==> config.mk <==
export PLATFORM = sky130hd
export DESIGN_NAME = bpa_word_unit
export DESIGN_NICKNAME = d
export VERILOG_FILES = /design/src/bpa_pkg.sv /design/src/bpa_word_unit.sv
export SDC_FILE = /design/constraint.sdc
export NUM_CORES = 1
export LEC_CHECK = 0
export BUFFER_PORTS_ARGS = -buffer_cell sky130_fd_sc_hd__buf_4
export CORE_MARGIN = 4
export CORE_UTILIZATION = 30
export DETAILED_ROUTE_END_ITERATION = 6
export GPL_ROUTABILITY_DRIVEN = 0
export GPL_TIMING_DRIVEN = 0
export PLACE_DENSITY = 0.49
export SLEW_MARGIN = 20
export SYNTH_ARGS = -nofsm -noshare
export SYNTH_HDL_FRONTEND = slang
export SYNTH_SLANG_ARGS = --single-unit
export TNS_END_PERCENT = 1
==> constraint.sdc <==
create_clock -name vclk -period 4.9
set_input_delay 0.49 -clock vclk [all_inputs]
set_output_delay 0.49 -clock vclk [all_outputs]
set_load 0.02 [all_outputs]
==> src/bpa_pkg.sv <==
// Shared constants and codes for the buddy page allocator.
package bpa_pkg;

	// Free-map memory word: one bit per page, sixteen pages per word.
	localparam int WORD_BITS = 16;
	localparam int WORD_SH   = 4;

	localparam int ORDER_IN_W  = 3;
	localparam int COUNT_OUT_W = 11;
	localparam int COUNT_SAT   = 2047;

	localparam logic FUNC_ALLOC = 1'b0;
	localparam logic FUNC_FREE  = 1'b1;

	localparam logic STATUS_OK  = 1'b0;
	localparam logic STATUS_OOM = 1'b1;

endpackage

==> src/bpa_word_unit.sv <==
// Shared word unit: page-range mask, hit test and lowest set bit of one map word.
module bpa_word_unit
	import bpa_pkg::*;
#(
	parameter int PX = 10,
	parameter int OW = 3
) (
	input  logic [WORD_BITS-1:0] word,
	input  logic [PX-1:0]        wbase,
	input  logic [PX:0]          lo,
	input  logic [PX:0]          hi,
	input  logic [OW-1:0]        stride,
	output logic [WORD_BITS-1:0] mask,
	output logic                 hit,
	output logic [WORD_SH-1:0]   first
);

	logic [PX:0]          amask;
	logic [WORD_BITS-1:0] sel;

	assign amask = ~({(PX+1){1'b1}} << stride);

	always_comb begin
		logic [PX:0] pg;
		for (int i = 0; i < WORD_BITS; i++) begin
			pg = {1'b0, wbase} + (PX+1)'(i);
			mask[i] = (pg >= lo) && (pg < hi) && ((pg & amask) == '0);
		end
	end

	assign sel = word & mask;
	assign hit = |sel;

	always_comb begin
		first = '0;
		for (int i = WORD_BITS - 1; i >= 0; i--) begin
			if (sel[i]) begin
				first = WORD_SH'(i);
			end
		end
	end

endmodule

; ---- Word-level counts from Yosys, hierarchy flattened
; Cells that the tools add are included.
[op_classes]
magnitude_cmp = 32
shifts = 1
bitwise_logic = 18
add_sub_neg = 15
reduce_logical = 49
muxes = 16
[ops]
columns = cell, n
row1 = 11-bit zero test, 16
row2 = 11-bit AND, 15
row3 = 11-bit >= comparator, 15
row4 = 11-bit less-than comparator, 15
row5 = 10-bit by 4-bit adder with 11-bit output (second input constant), 8
row6 = 4-bit 2-to-1 mux, 16
row7 = 10-bit by 3-bit adder with 11-bit output (second input constant), 4
row8 = 1-bit logical AND, 32
row9 = 10-bit by 2-bit adder with 11-bit output (second input constant), 2
row10 = 16-bit AND, 1
row11 = 16-bit OR reduction, 1
row12 = 10-bit by 1-bit adder with 11-bit output (second input constant), 1
row13 = 10-bit by 11-bit AND with 11-bit output, 1
row14 = 10-bit by 11-bit >= comparator with 1-bit output, 1
row15 = 10-bit by 11-bit less-than comparator with 1-bit output, 1
row16 = 11-bit inverter, 1
row17 = 11-bit by 3-bit left shift with 11-bit output (first input constant), 1
[word_totals]
elab_cells = 131
ff_bits = 0
output_inout_bits = 21
in_bits = 51

; ---- Logic depth before layout (Yosys ltp)
; Gate-level depths: netlist (run 1).
[logic_depth]
depth_word = 22
depth_mapped = 18
depth_no_buf = 16

; ---- Worst setup path after synthesis (run 1)
; No wires, ideal clock.
[synth_timing]
path_kind = input port to output port
from = input port wbase[4]
to = output port first[3]
arrival_ps = 4182
slack_ps = 228
path_stages = 17
n_path_buf = 3
t_required_ps = 4410
path_cell_list = buf_2 -> buf_2 -> and2_1 -> and3_1 -> nand3_1 -> clkbuf_1 -> nor2_1 -> ha_1 -> and4_1 -> a221o_1 -> a221oi_1 -> nand4_1 -> a311oi_1 -> a21oi_1 -> nand3_1 -> nor4_1 -> and4b_1
[synth_between]
word_cells_on_any_way = 128
cone_classes = add/sub: 15 / order compare: 32 / mux: 16 / bitwise: 17 / reduce/logical: 48
[synth_lines]
columns = element, line
row1 = from (decl), bpa_word_unit.sv:9  ; input logic [PX-1:0] wbase,
row2 = 10-bit by 4-bit adder with 11-bit output (*), bpa_word_unit.sv:26  ; pg = {1'b0, wbase} + (PX+1)'(i);
row3 = "11-bit >= comparator, or another cell as far along", bpa_word_unit.sv:27  ; mask[i] = (pg >= lo) && (pg < hi) && ((pg & amask) == '0);
row4 = 1-bit logical AND or 11-bit zero test (tied branches), bpa_word_unit.sv:27
row5 = 1-bit logical AND (*), bpa_word_unit.sv:27
row6 = named net mask[8], bpa_word_unit.sv:13  ; output logic [WORD_BITS-1:0] mask,
row7 = 16-bit AND (*), bpa_word_unit.sv:31  ; assign sel = word & mask;
row8 = 4-bit 2-to-1 mux (*) (9 in series), bpa_word_unit.sv:37  ; if (sel[i]) begin
row9 = to (decl), bpa_word_unit.sv:15  ; output logic [WORD_SH-1:0] first
; Mark *: on every way through the listed nets, which the timed path passes. The rest lies on a longest branch.

; ---- Final worst setup path (run 1)
[layout_timing]
from = input port wbase[4]
to = output port first[3]
[layout_between]
elab_chain_len = 21
word_cells_on_any_way = 128
cone_classes = add/sub: 15 / order compare: 32 / mux: 16 / bitwise: 17 / reduce/logical: 48
[layout_lines]
columns = element, line
row1 = 10-bit by 4-bit adder with 11-bit output, bpa_word_unit.sv:26
row2 = "11-bit >= comparator, or another cell as far along", bpa_word_unit.sv:27
row3 = 1-bit logical AND or 11-bit zero test (tied branches), bpa_word_unit.sv:27
row4 = 1-bit logical AND, bpa_word_unit.sv:27
row5 = 16-bit AND (*), bpa_word_unit.sv:31
row6 = 4-bit 2-to-1 mux (15 in series), bpa_word_unit.sv:37
row7 = 4-bit 2-to-1 mux (*), bpa_word_unit.sv:37
; Every way passes the cells marked *; elsewhere a longest branch is shown, timed or not.

==> out/results.ini, run 1 <==
[critical_path]
start_kind = primary input
crit_slowest_cell = and4b_2
cp_num_buf_inv = 6
critPathMaxStageDelay_ps = 370
required_ps = 4410
crit_arrival_ps = 4330
crit_chain = buf_4 > buf_6 > buf_8 > and2_4 > nand3_2 > buf_8 > nor2_1 > xor2_1 > ha_1 > and4_1 > a221o_1 > a221oi_2 > nand4_1 > a311oi_4 > buf_6 > a21oi_1 > nand3_1 > nor4_2 > and4b_2 > buf_4
cp_max_fo = 10
cp.depth = 20
worstSetupPathType = in -> out
endpoint_kind = primary output
crit_family = simple AND/OR/NAND/NOR gates

[routing]
wire_per_inst_um = 24.7
wirelength_um = 40900
antenna_left = 0
vias = 9748
drc_errors = 0
first_pass_iters = 5
drt_iter0_drc = 776
via_per_inst = 5.90

[yosys]
avgSynthCellArea_um2 = 7.69
synth_top_area_cell = ha_1
netlist_area_um2 = 9010
synth_mux_area_frac = 0
synth-xor-area-share = 0.0893
synth_cell_types = 78
synth-simple-area-share = 0.177
synth_compound_area_frac = 0.280
synth_fa_ha_area_frac = 0.408
synthTopCellsByArea = ha_1, a21oi_1, xnor2_1
synth_seq_area_share = 0
netlist_instances = 1172
synth_top_area_frac = 0.408
yosysWarnings = 0
synth_top_family_by_area = adder cells
synth_nets = 1517

[layout]
nets = 1610
register_area_um2 = 0
final_cell_mix = ha_1, buf_4, a21oi_1, nor2_1, nand2_1
layout_commonest_cell = ha_1
diodes = 0
syn2layout_area_growth_pct = 19.1
numSequentialCells = 0
clkbuf_count = 0
layout-drive-gt1-share = 0.158
post-route-util = 0.362
multi_input_area_um2 = 8980
nFillCells = 3175

[sta]
slew-limit-headroom = 0.251
min_period_ps = 4820
max_freq_mhz = 207
hold_viol = 0
slew_viol_final = 0
period_share = 0.984
tightestPinTransition_ps = 1120
worst_slack_ps = 77.6
rsz0062_at_grt = true
setup_viol = 0
tns_ps = 0

[pwr]
pwr-share-clk = 0
power_switching_uw = 722
p_int_uw = 455
cellPowerDensity_nw_per_um2 = 110
sw_frac_of_total = 0.614
seqPwrFrac = 0
vdd_drop_max_mv = 0.0480
p_leak_uw = 0.00525
combPwrFrac = 1.000

[worst_hold_path]
hold_path_class = in -> out
worstHoldPathCells = 3

[floorplan]
io_pins = 72
die_width_um = 181
std_cell_rows = 63
die_h_um = 181
core_area_um2 = 29600
die_area_um2 = 32900
initial_core_util = 0.304

[global_route]
grt_usage = 0.236
grt_max_degree = 17
grt_pass1_vias = 9301
grt_overflow = 0
grt_pass1_wl_um = 59900
antenna_found_initial = 1

[clock_tree]
holdBufCountCts = 0

[placed_design]
post-place-ws_ps = -1400
dpl.hpwl_um = 30800
numPortBuffers = 71

[flow_run]
maxCapViolCount = 0

[status]
outcome = finished, final reports clean

-- per-layer routing --
| metal | up-vias | wire length, um | global-route usage |
|---|---|---|---|
| li1 | 4626 | - | - |
| met1 | 4649 | 18700 | 0.336 |
| met2 | 385 | 18000 | 0.387 |
| met3 | 86 | 2710 | 0.0217 |
| met4 | 2 | 1400 | 0.0510 |
| met5 | - | 13 | 0.00148 |
-- final cells by class --
cell class	count	share of cell area
multi-input combinational	1071	0.837
timing repair buffer	95	0.0683
tap	390	0.0455
inverter	67	0.0248
buffer	30	0.0246
-- power by group through the flow --
stage          clock network (uW)  registers, uW  logic [uW]
2_1_floorplan                   0              0         725
3_3_place_gp                    0              0        1070
3_5_place_dp                    0              0        1090
4_1_cts                         0              0        1130
5_1_grt                         0              0        1300
6_report                        0              0        1180
-- kinds of logic (layout without fill, tap and decap cells) --
group	count (synthesis)	after routing
adders and majority gates	294	294
and+or+nand+nor	313	313
xor gates and xnor gates	91	91
buffers and inverters	101	192
AOI/OAI and AO/OA	373	373
-- per-stage QoR --
stage / power [uW] / hold WS (ps) / instance area (um2) / instances
2_1_floorplan: 725 / 1230 / 9010 / 1172
3_3_place_gp: 1070 / 1400 / 10000 / 1633
3_5_place_dp: 1090 / 1390 / 10000 / 1633
4_1_cts: 1130 / 1390 / 10400 / 1642
5_1_grt: 1300 / 1420 / 10700 / 1653
6_report: 1180 / 1390 / 10700 / 1653
-- cell usage after synthesis, types with 3 or more instances --
master     instances
a2111oi_0          5
a211o_1            6
a211oi_1          23
a21boi_0           6
a21o_1            49
a21oi_1           99
a221o_1            6
a221oi_1          10
a22oi_1            6
a31oi_1           15
a41oi_1            5
and2_1            13
and3_1            15
and4_1             5
and4b_1            3
buf_1              4
buf_2             14
buf_4              3
clkbuf_1          12
ha_1             294
inv_1             61
inv_2              4
nand2_1           73
nand2b_1           9
nand3_1           27
nand4_1           27
nor2_1            91
nor2b_1           18
nor3_1             8
nor4b_1            5
o2111ai_1          6
o211ai_1          13
o21a_1            14
o21ai_0           59
o21ai_1            4
o21bai_1           8
o221ai_1           4
o31ai_1            6
or4_1              4
xnor2_1           45
xor2_1            45
-- final timing paths --
check,end,start,slack [ps]
setup / recovery,first[3],wbase[4],80
hold / removal,mask[0],hi[10],1390
-- what timing repair did --
item / in CTS / in global routing
pin swaps: 7 / 12
resized for setup: 83 / 46
setup endpoints to repair: 7 / 5
hold endpoints to repair: 0 / 0
setup buffers: 12 / 12
Note: power is estimated with default switching activity, not from simulation.
==> inputs of run 2 (changes only) <==
--- a/config.mk
+++ b/config.mk
@@ -6,12 +6,12 @@
 export NUM_CORES = 1
 export LEC_CHECK = 0
 export BUFFER_PORTS_ARGS = -buffer_cell sky130_fd_sc_hd__buf_4
-export CORE_MARGIN = 4
+export CORE_MARGIN = 2
 export CORE_UTILIZATION = 30
 export DETAILED_ROUTE_END_ITERATION = 6
 export GPL_ROUTABILITY_DRIVEN = 0
 export GPL_TIMING_DRIVEN = 0
-export PLACE_DENSITY = 0.49
+export PLACE_DENSITY = 0.5
 export SLEW_MARGIN = 20
 export SYNTH_ARGS = -nofsm -noshare
 export SYNTH_HDL_FRONTEND = slang
==> out/results.ini, run 2 (synthesis results as in run 1) <==
[status]
outcome = finished, final reports clean

[sta]
timing.hold.ws_ps = 1400
rsz0062_at_grt = true
tns_ps = 0
slew-limit-headroom = 0.226
min_period_ps = 4760
max_freq_mhz = 210
slew_viol_final = 0
period_share = 0.972
setup_viol = 0
tightestPinTransition_ps = 1160
hold_viol = 0

[routing]
drt_iter0_drc = 835
via_per_inst = 5.90
vias = 9747
first_pass_iters = 5
wirelength_um = 40600
wire_per_inst_um = 24.5
antenna_left = 0
drc_errors = 0

[layout]
syn2layout_area_growth_pct = 18.4
layout-drive-gt1-share = 0.158
clkbuf_count = 0
multi_input_area_um2 = 8940
final_cell_mix = ha_1, buf_4, a21oi_1, nor2_1, nand2_1
nets = 1609
layout_commonest_cell = ha_1
fin_cells = 1653
nFillCells = 3172
numSequentialCells = 0
register_area_um2 = 0

[critical_path]
start_kind = primary input
required_ps = 4410
crit_chain = buf_4 > buf_6 > buf_8 > and2_4 > and3_4 > and3_2 > and3_2 > ha_1 > a221oi_2 > o211ai_1 > or4_4 > a2111oi_4 > buf_4 > o21ba_1 > and3_4 > and4b_2 > buf_4
worstSetupPathType = in -> out
crit_top_cell = buf_4
cp_num_buf_inv = 5
critPathMaxStageDelay_ps = 520
crit_arrival_ps = 4270
crit_slowest_cell = or4_4
cp_max_fo = 10
endpoint_kind = primary output
crit_family = simple AND/OR/NAND/NOR gates

[floorplan]
die_h_um = 177
std_cell_rows = 63
initial_core_util = 0.304
io_pins = 72
core_area_um2 = 29600
die_area_um2 = 31400
die_width_um = 177

[global_route]
grt_pass1_wl_um = 59100
grt_util_met3 = 0.0506
use_met1 = 0.330
grt_usage = 0.252
antenna_found_initial = 2
grt_max_degree = 17
use_met2 = 0.403
grt_overflow = 0
grt_pass1_vias = 9429
busiest_layer = met2

[worst_hold_path]
hold_path_class = in -> out

[pwr]
cellPowerDensity_nw_per_um2 = 110
p_total_uw = 1170
p_leak_uw = 0.00523
vdd_drop_max_mv = 0.0490

[flow_run]
maxCapViolCount = 0

[placed_design]
dp.cells = 1633
dpl.hpwl_um = 30800
numPortBuffers = 71

[clock_tree]
holdBufCountCts = 0

## run 2: cell count changes in the layout (fill, tap and decap cells not counted), sizes merged
cell	previous run	this run
clkinvlp	2	1
inv	64	65
buf	117	114
clkbuf	5	7
diode	0	1
## run 2: repair_timing
action / 4_1_cts / 5_1_grt
pin swaps: 6 / 8
setup endpoints to repair: 8 / 5
setup buffers: 16 / 7
gates resized for setup: 73 / 54
## run 2: path summary, 6_finish.rpt
path,start,to,slack [ps],depth (start not counted)
max,wbase[4],first[3],140,17
min,hi[10],mask[0],1400,3
## run 2: cell type report
type / count / area share
Antenna cell: 1 / 0.000235
Buffer: 30 / 0.0247
Inverter: 67 / 0.0244
Multi-Input combinational cell: 1071 / 0.838
Tap cell: 390 / 0.0457
Timing Repair Buffer: 94 / 0.0668
## run 2: layer usage
layer | vias up | part of all wire
li1 | 4630 | -
met1 | 4602 | 0.43
met2 | 396 | 0.44
met3 | 117 | 0.086
met4 | 2 | 0.047
met5 | - | 0.00030
## run 2: power by group
part / switching [uW] / leakage, uW / total, uW / internal [uW]
combinational: 718 / 0.00523 / 1170 / 451
sequential: 0 / 0 / 0 / 0
clock: 0 / 0.00000000931 / 0.000000973 / 0.000000964
## run 2: per-stage QoR
stage / util / setup slack [ps] / instance area, um2
after global routing: 0.360 / -35.6 / 10700
after floorplan: - / 228 / 9010
final: 0.360 / 137 / 10700
after CTS: 0.352 / -67.8 / 10400
after global placement: 0.338 / -1370 / 10000
after detailed placement: 0.338 / -1390 / 10000
==> inputs of run 3 (changes only) <==
--- a/config.mk
+++ b/config.mk
@@ -6,7 +6,6 @@
 export NUM_CORES = 1
 export LEC_CHECK = 0
 export BUFFER_PORTS_ARGS = -buffer_cell sky130_fd_sc_hd__buf_4
-export CORE_MARGIN = 2
 export CORE_UTILIZATION = 30
 export DETAILED_ROUTE_END_ITERATION = 6
 export GPL_ROUTABILITY_DRIVEN = 0
==> out/results.ini, run 3 (synthesis results as in run 1) <==
[critical_path]
crit_arrival_ps = 4340
required_ps = 4410
cp_max_fo = 7
endpoint_kind = primary output
startpoint = wbase[2]
start_kind = primary input
worstSetupPathType = in -> out

[global_route]
antenna_found_initial = 1
grt_overflow = 0
grt_usage = 0.255
grt_max_degree = 17
grt_pass1_wl_um = 58900
grt_pass1_vias = 9321

[worst_hold_path]
worstHoldStart = hi[10]
hold_path_class = in -> out

[routing]
vias = 9742
topRoutingLayerUsed = met4
wl_met3_um = 2950
wl_met1_um = 17900
wirelength_um = 40200
wire_per_inst_um = 24.3
antenna_left = 0
drt_iter0_drc = 685
first_pass_iters = 5
routed-wl-met2_um = 18200
via_per_inst = 5.89
drc_errors = 0

[floorplan]
std_cell_rows = 63
io_pins = 72
initial_core_util = 0.305
core_area_um2 = 29600
die_width_um = 175
die_area_um2 = 30700
die_h_um = 175

[placed_design]
dpl_cell_area_um2 = 10000
dpl.hpwl_um = 30600
numPortBuffers = 71

[sta]
slew_viol_final = 0
setup_viol = 0
hold_viol = 0
timing.hold.ws_ps = 1400
min_period_ps = 4830
rsz0062_at_grt = true
tightestPinTransition_ps = 1140
max_freq_mhz = 207
slew-limit-headroom = 0.240
period_share = 0.985

[layout]
final_cell_mix = ha_1, buf_4, a21oi_1, nor2_1, nand2_1
layout-drive-gt1-share = 0.151
clkbuf_count = 0
layout_commonest_cell = ha_1
numSequentialCells = 0
syn2layout_area_growth_pct = 18.6
register_area_um2 = 0
multi_input_area_um2 = 8920
nFillCells = 3136
fin_area_um2 = 10700
nets = 1609

[clock_tree]
holdBufCountCts = 0

[flow_run]
maxCapViolCount = 0

[status]
outcome = finished, final reports clean

==> run 3: cell types whose count changed in the layout (fill, tap and decap cells not counted), sizes merged <==
cell	delta
buf	+1
clkbuf	-1
clkinvlp	+1
inv	-1
==> run 3: final cells by class <==
class	count	area share
multi-input cells	1071	0.835
repair buffers	94	0.0686
well taps	390	0.0457
plain buffers	30	0.0254
inverters	67	0.0247
diodes	1	0.000234
==> run 3: path summary, 6_finish.rpt <==
kind / end / slack [ps] / cells after the start
max: first[3] / 70 / 17
min: mask[0] / 1400 / 3
==> run 3: worst max-delay path, cell delays in order <==
cell	delay (ps)
buf_4	150
buf_4	240
clkinvlp_4	200
buf_4	170
ha_1	210
a21boi_2	200
xnor2_1	370
inv_1	170
ha_1	210
a41oi_1	200
a21oi_1	90
a211oi_1	260
and4b_2	340
a22o_1	230
nor4_1	320
and4b_2	300
buf_4	170
==> run 3: per-stage QoR <==
| step | utilization | cells | setup TNS [ps] | worst slack, ps |
|---|---|---|---|---|
| 2_1_floorplan | - | 1172 | 0 | 228 |
| 3_3_place_gp | 0.339 | 1633 | -6400 | -1340 |
| 3_5_place_dp | 0.339 | 1633 | -6310 | -1330 |
| 4_1_cts | 0.353 | 1646 | 0 | 11.6 |
| 5_1_grt | 0.361 | 1652 | -66.4 | -46.4 |
| 6_report | 0.361 | 1653 | 0 | 73.3 |
==> run 3: what timing repair did <==
action / 4_1_cts / 5_1_grt
pin swaps: 7 / 12
endpoints found under the hold margin: 0 / 0
buffers inserted: 16 / 7
gates resized for setup: 73 / 51
endpoints found under the setup margin: 7 / 5
==> run 3: metal layers <==
metal | up-vias | global-route usage
li1 | 4623 | -
met1 | 4669 | 0.343
met2 | 381 | 0.428
met3 | 69 | 0.0329
met4 | 0 | 0.0623
met5 | - | 0
